==> config.mk <==
export PLATFORM = sky130hd
export DESIGN_NAME = sta_term
export DESIGN_NICKNAME = d
export VERILOG_FILES = /design/src/sv/sta_pkg.sv /design/src/sv/sta_term.sv
export SDC_FILE = /design/constraint.sdc
export NUM_CORES = 2
export LEC_CHECK = 0
export BUFFER_PORTS_ARGS = -buffer_cell sky130_fd_sc_hd__buf_4
export CORE_ASPECT_RATIO = 1.75
export CORE_MARGIN = 4
export CORE_UTILIZATION = 31
export CTS_CLUSTER_DIAMETER = 150
export DETAILED_ROUTE_END_ITERATION = 7
export RECOVER_POWER = 100
export SYNTH_ARGS = -nofsm -noshare
export SYNTH_HDL_FRONTEND = slang
export SYNTH_SLANG_ARGS = --single-unit
==> constraint.sdc <==
create_clock -name clk -period 13.7 [get_ports clk]
set_input_delay 1.37 -clock clk [delete_from_list [all_inputs] [get_ports clk]]
set_output_delay 1.37 -clock clk [all_outputs]
set_load 0.02 [all_outputs]
==> src/sv/sta_pkg.sv <==
// Shared widths, constants, reciprocal table and pipeline payload type for the sine unit.
`timescale 1ns / 1ps

package sta_pkg;

  localparam int ANG_W     = 24;  // input angle, Q4.20
  localparam int X_W       = 25;  // angle during reduction, one guard bit
  localparam int MAG_W     = 21;  // |reduced angle|, Q20, at most pi/2
  localparam int X2_W      = 32;  // x*x, Q30
  localparam int T_W       = 32;  // term magnitude / intermediate product, Q30
  localparam int SUM_W     = 33;  // signed running sum, Q30
  localparam int RCP_W     = 22;  // reciprocal, Q24
  localparam int OUT_W     = 18;  // result, Q2.16
  localparam int MAX_TERMS = 8;

  localparam logic signed [X_W-1:0] ANG_PI      = 25'sd3294199;
  localparam logic signed [X_W-1:0] HALF_PI     = 25'sd1647099;
  localparam logic signed [X_W-1:0] NEG_HALF_PI = -25'sd1647099;
  localparam logic signed [X_W-1:0] TWO_PI      = 25'sd6588397;

  // 1/(2i(2i+1)) in Q24, rounded to nearest
  function automatic logic [RCP_W-1:0] recip_q24(input int unsigned idx);
    logic [RCP_W-1:0] r;
    unique case (idx)
      1: r = 22'd2796203;
      2: r = 22'd838861;
      3: r = 22'd399458;
      4: r = 22'd233017;
      5: r = 22'd152520;
      6: r = 22'd107546;
      7: r = 22'd79892;
      default: r = '0;
    endcase
    return r;
  endfunction

  // Payload of the polynomial section
  typedef struct packed {
    logic signed [SUM_W-1:0] sum;
    logic [T_W-1:0]          term;
    logic [X2_W-1:0]         x2;
    logic                    x_neg;
    logic                    flip;
  } poly_t;

endpackage

==> src/sv/sta_term.sv <==
// One Taylor term: term*x2, times reciprocal, then accumulate; three register stages.
`timescale 1ns / 1ps

module sta_term #(
  parameter int unsigned TERM_IDX = 1
) (
  input  logic          clk,
  input  logic          rst_n,
  input  logic          in_valid,
  output logic          in_ready,
  input  sta_pkg::poly_t in_data,
  output logic          out_valid,
  input  logic          out_ready,
  output sta_pkg::poly_t out_data
);
  import sta_pkg::*;

  localparam logic [RCP_W-1:0] RECIP    = recip_q24(TERM_IDX);
  localparam bit               SUBTRACT = (TERM_IDX % 2) == 1;
  localparam int               MP_W     = T_W + X2_W;
  localparam int               RP_W     = T_W + RCP_W;

  logic  m_v_r, r_v_r, a_v_r;
  poly_t m_d_r, r_d_r, a_d_r;
  poly_t m_d_nxt, r_d_nxt, a_d_nxt;
  logic  m_rdy, r_rdy, a_rdy;

  logic [MP_W-1:0] m_prod, m_round;
  logic [RP_W-1:0] r_prod, r_round;

  assign a_rdy = !a_v_r || out_ready;
  assign r_rdy = !r_v_r || a_rdy;
  assign m_rdy = !m_v_r || r_rdy;

  // term * x2, Q30 x Q30 -> Q30, round half up
  always_comb begin
    m_prod       = MP_W'(in_data.term) * MP_W'(in_data.x2);
    m_round      = m_prod + (MP_W'(1) << 29);
    m_d_nxt      = in_data;
    m_d_nxt.term = m_round[30 +: T_W];
  end

  // times reciprocal, Q30 x Q24 -> Q30, round half up
  always_comb begin
    r_prod       = RP_W'(m_d_r.term) * RP_W'(RECIP);
    r_round      = r_prod + (RP_W'(1) << 23);
    r_d_nxt      = m_d_r;
    r_d_nxt.term = T_W'(r_round[RP_W-1:24]);
  end

  // alternating sign accumulate
  always_comb begin
    a_d_nxt = r_d_r;
    if (SUBTRACT) begin
      a_d_nxt.sum = r_d_r.sum - signed'(SUM_W'(r_d_r.term));
    end else begin
      a_d_nxt.sum = r_d_r.sum + signed'(SUM_W'(r_d_r.term));
    end
  end

  always_ff @(posedge clk) begin
    if (!rst_n) begin
      m_v_r <= 1'b0;
      r_v_r <= 1'b0;
      a_v_r <= 1'b0;
    end else begin
      if (m_rdy) m_v_r <= in_valid;
      if (r_rdy) r_v_r <= m_v_r;
      if (a_rdy) a_v_r <= r_v_r;
    end
  end

  always_ff @(posedge clk) begin
    if (m_rdy && in_valid) m_d_r <= m_d_nxt;
    if (r_rdy && m_v_r)    r_d_r <= r_d_nxt;
    if (a_rdy && r_v_r)    a_d_r <= a_d_nxt;
  end

  assign in_ready  = m_rdy;
  assign out_valid = a_v_r;
  assign out_data  = a_d_r;

endmodule

After elaboration in Yosys (flattened, before gate mapping) --
Cells that the tools add are included.
Operators by class: $add $sub $neg 3, multipliers 2, reduce and logical (&&, ||, !) cells 9
Operators with widths (number):
- 62-bit by 30-bit adder with 62-bit output (second input constant) | 1
- 32-bit by 32-bit multiplier with 62-bit output | 1
- 54-bit by 24-bit adder with 54-bit output (second input constant) | 1
- 32-bit by 22-bit multiplier with 54-bit output (second input constant) | 1
- 33-bit by 31-bit subtractor with 33-bit output | 1
- 1-bit logical AND | 3
- 1-bit zero test | 3
- 1-bit logical OR | 3
Word-level totals: flip-flop bits (word level) 296, output and inout port bits 101

Depth between registers and ports, before layout --
word-level depth 5, depth in mapped cells 29, gate-level depth less buffers 28

Worst setup path before layout --
OpenSTA, ideal clock, no wires.
path type input port to flip-flop, start input out_ready, end register r_d_r, in the netlist a_d_nxt[0] (enable), data arrival time 8.491 ns, path slack 4.508 ns, stages 2, path buffers 0, cell sequence nor2b_1 > a21boi_0
Between the ends: cells in the longest elaborated chain, start to end 3
RTL lines:
- start, declared | RTL line sta_term.sv:13 | input logic out_ready,
- 1-bit logical OR | RTL line sta_term.sv:31 | assign a_rdy = !a_v_r || out_ready;
- 1-bit logical OR | RTL line sta_term.sv:32 | assign r_rdy = !r_v_r || a_rdy;
- 1-bit logical AND | RTL line sta_term.sv:75 | if (r_rdy && m_v_r) r_d_r <= r_d_nxt;
- end signal, assigned | RTL line sta_term.sv:75
- end, declared | RTL line sta_term.sv:24 | poly_t m_d_r, r_d_r, a_d_r;
Every way passes these cells. A chain may end at the register's enable or synchronous reset.

Worst setup path after layout --
start input in_data[11] (netlist name), end register m_d_r[52] (netlist name), data pin
Between the ends: cells in the longest elaborated chain, start to end 2
RTL lines:
- start, declared | RTL line sta_term.sv:11 | input sta_pkg::poly_t in_data,
- 32-bit by 32-bit multiplier with 62-bit output | RTL line sta_term.sv:37 | m_prod = MP_W'(in_data.term) * MP_W'(in_data.x2);
- 62-bit by 30-bit adder with 62-bit output | RTL line sta_term.sv:38 | m_round = m_prod + (MP_W'(1) << 29);
- net m_round[48] | RTL line sta_term.sv:28 | logic [MP_W-1:0] m_prod, m_round;
- end signal, assigned | RTL line sta_term.sv:74 | if (m_rdy && in_valid) m_d_r <= m_d_nxt;
- end, declared | RTL line sta_term.sv:24
The timed path passes the listed nets, and every way through them passes these cells.

==> out/results.env <==
RUN_STATUS='complete, but fails checks'
FAILED_CHECKS='capacitance limit, slew limit'
FINALMAXSLEWVIOLATIONS=1322
GRT_REMAINING_OVERFLOW=0
REG2REG_DEPTH=4
PLACEABLECOREAREA_UM2=176000
MAX_CAP_VIOL_COUNT=37
WORST_SETUP_SP_TYPE='input pin'
MIN_PATH_TYPE='reg -> reg'
HOLD_DEPTH=0
CTS_SINKS=296
GRT_USE_TOTAL_PCT=17.1
DRT_FIRST_PASS_ITERS=5
MET3_TRACK_DEMAND_OVER_RESOURCE_PCT=2.03
CTS_SETUP_BUFFERS=0
GLOBAL_ROUTE.PEAK_USAGE_LAYER='met2'
STARTING_DENSITY_PCT=31.1
POST-DP-HPWL_UM=123000
RSZ0062_AT_GRT='no'
CLKSLEWWORSTSETUPHOLDPATHS_NS=0.06
GRT_ANTENNA_BEFORE_REPAIR=1
MAX-CLOCK-PATH-BUFFERS=3
ROUTE.DETAILED.WL_PER_INST_UM=20.1
YS_TYPES=69
DRC_ERRORS=0
FINALCLOCKSKEW_NS=0.0332
MAXSLEWHEADROOM_PCT=-230
FINAL_NET_COUNT=7137
VIAS_IN_THE_FIRST_GLOBAL_ROUTE=41821
DRT-TOTAL-WL_UM=154000
ASYNCSETRESETFLOPFRACSYNTH_PCT=0
GRT_FIRST_PASS_WIRELENGTH_UM=241000
POST_CTS_RESIZED=0
HOLD_VIOL=0
SYN-MEAN-INSTANCE-AREA_UM2=10.5
CRITICALPATHCATEGORY='in -> reg'
WORSTPATHMAXFANOUT=33
POSTCTSHOLDBUFS=0
LATER_PIN_CLOCK_LATENCY_IN_THE_SKEW_REPORT_NS=0.62
CP.REQUIRED_NS=14.06
DIE-WIDTH_UM=326
FINAL_UTIL_PCT=33.7
LAYOUT.CELLS.MOST_COMMON='inv_1'
FINAL_LAYOUT_SIZE_SUFFIX_GT1_SHARE_PCT=2.66
FLOORPLAN.IO_PINS=204
TIMING_WORST_SLEW_PIN_VALUE_NS=4.91
LAYOUT_WORST_PATH_CYCLE_SHARE_PCT=76.9
LAYOUT_COMMON_CELLS='inv_1 (1328), fa_1 (1176), and2_1 (662)'
SETUP-VIOLATIONS-FINAL=0
TIMING.CRITICAL_PATH.ARRIVAL_NS=10.89
GP_ROUTABILITY_CONGESTION=0.907
YS_SEQ_AREA_SHARE_PCT=16.1
SYNTH-MAIN-FF-CELL='edfxtp_1'
INITIALDRTVIOLATIONCOUNT=1614
CORE.ROWCOUNT=204
MET2_USAGE_PCT=31.9
SYNTH.YOSYS.WARNINGS=0
DIODES=0
GRT_MAX_DEGREE=57
SYNTH_AREA_UM2=54900
SYNTH-SEQ-CELLS=296
FINAL_ANTENNA_NET_COUNT=0
VIAS=35811
AREA.GROWTH.SYNTH_TO_FINAL_PCT=8.26
FLOORPLAN.DIE_AREA_UM2=184000
CTS_INSERTED_BUFFERS=38
WORSTSETUPENDPOINTTYPE='flip-flop'
FMAX_MHz=95.0
LAYOUT_MIN_CYCLE_TIME_NS=10.53
GRT_UTIL_MET1_PCT=18.7
TRITONCTS_CLOCK_TREE='built'
CTS_ROOT_BUF='clkbuf_16'
ROUTED_VIA_DENSITY=4.67
DIE_Y_UM=565
PORTBUFFERS=201
NETLIST_INSTANCES=5219
SETUP_TOTAL_NEGATIVE_SLACK_NS=0
MAXIMUM_LEVEL_OF_THE_CTS_H_TREE=2
SYNTH_EDF_COUNT=293
## critical path: stages
cell,delay [ns]
clkbuf_1,1.55
nand2_1,0.25
fa_1,0.59
fa_1,0.57
fa_1,0.55
fa_1,0.53
inv_1,0.06
fa_1,0.57
fa_1,0.44
fa_1,0.51
inv_1,0.05
fa_1,0.47
inv_1,0.04
ha_1,0.32
a21oi_1,0.21
nor2_1,0.07
a2111oi_0,0.48
o22ai_1,0.19
o21ai_0,0.98
a21oi_4,0.14
a31oi_1,0.47
o31ai_4,0.14
a21oi_1,0.19
xnor2_1,0.09
## layout make-up
type / count / area [um^2]
Clock buffer: 43 / 970
Clock inverter: 26 / 333
Fill cell: 17993 / 117000
Inverter: 1328 / 4980
Multi-Input combinational cell: 3397 / 40300
Sequential cell: 296 / 8860
Tap cell: 2369 / 2960
Timing Repair Buffer: 210 / 1050
## cells by family (layout without fill, tap and decap cells)
group / Yosys count / after routing / share of synthesized area (%)
adder cells (fa/ha/maj): 1763 / 1763 / 56.2
buffers and inverters: 1527 / 1607 / 10.5
AND/OR/NAND/NOR: 1231 / 1231 / 12.0
AO/OA/AOI/OAI: 308 / 308 / 3.71
flip-flops: 296 / 296 / 16.1
XOR/XNOR: 93 / 93 / 1.48
other: 1 / 2 / 0.00683
## synthesized netlist by cell type (all sizes together), types with 11 or more instances
library cell	number	share of area, %
a211oi	12	0.18
a21o	71	0.97
a21oi	99	0.92
and2	667	7.6
clkbuf	194	1.3
edfxtp	293	16
fa	1176	43
ha	587	13
inv	1328	9.1
nand2	402	2.7
nand2b	11	0.13
nand3	23	0.21
nand4	21	0.24
nor2	51	0.35
nor2b	15	0.17
o21a	14	0.19
o21ai	51	0.48
xnor2	64	1.0
xor2	29	0.46
## routing by layer
metal	vias up	share of wire [%]
met5	-	0
met4	0	7.0
met3	419	4.4
met2	1066	52
met1	18609	36
li1	15717	-
## per-stage QoR
stage	instance area (um^2)	hold slack [ns]	setup WS, ns	cells
after CTS	60000	0.395	4.98	7669
after floorplan	54900	0.400	4.51	5220
final	59500	0.402	3.17	7669
after global placement	58700	0.402	3.23	7599
after global routing	59500	0.413	2.89	7669
after detailed placement	58700	0.405	4.33	7600
## state kept, by name (all words and copies together), names as in the netlist
signal / cells
m_d_r: 99
out_valid: 1
a_d_nxt: 64
r_d_r: 33
out_data: 97
m_v_r: 1
r_v_r: 1
## path summary, 6_finish.rpt
check                end   startpoint  slack (ns)
min reg2reg  out_data[9]   a_d_nxt[9]        0.40
max            m_d_r[52]  in_data[11]        3.17
max reg2reg    r_d_r[76]    out_valid        5.15
min          out_data[9]   a_d_nxt[9]        0.40
Power is left out: the tool's default activity adds up to more than one toggle a clock period on the data nets, which glitch-free logic cannot reach.
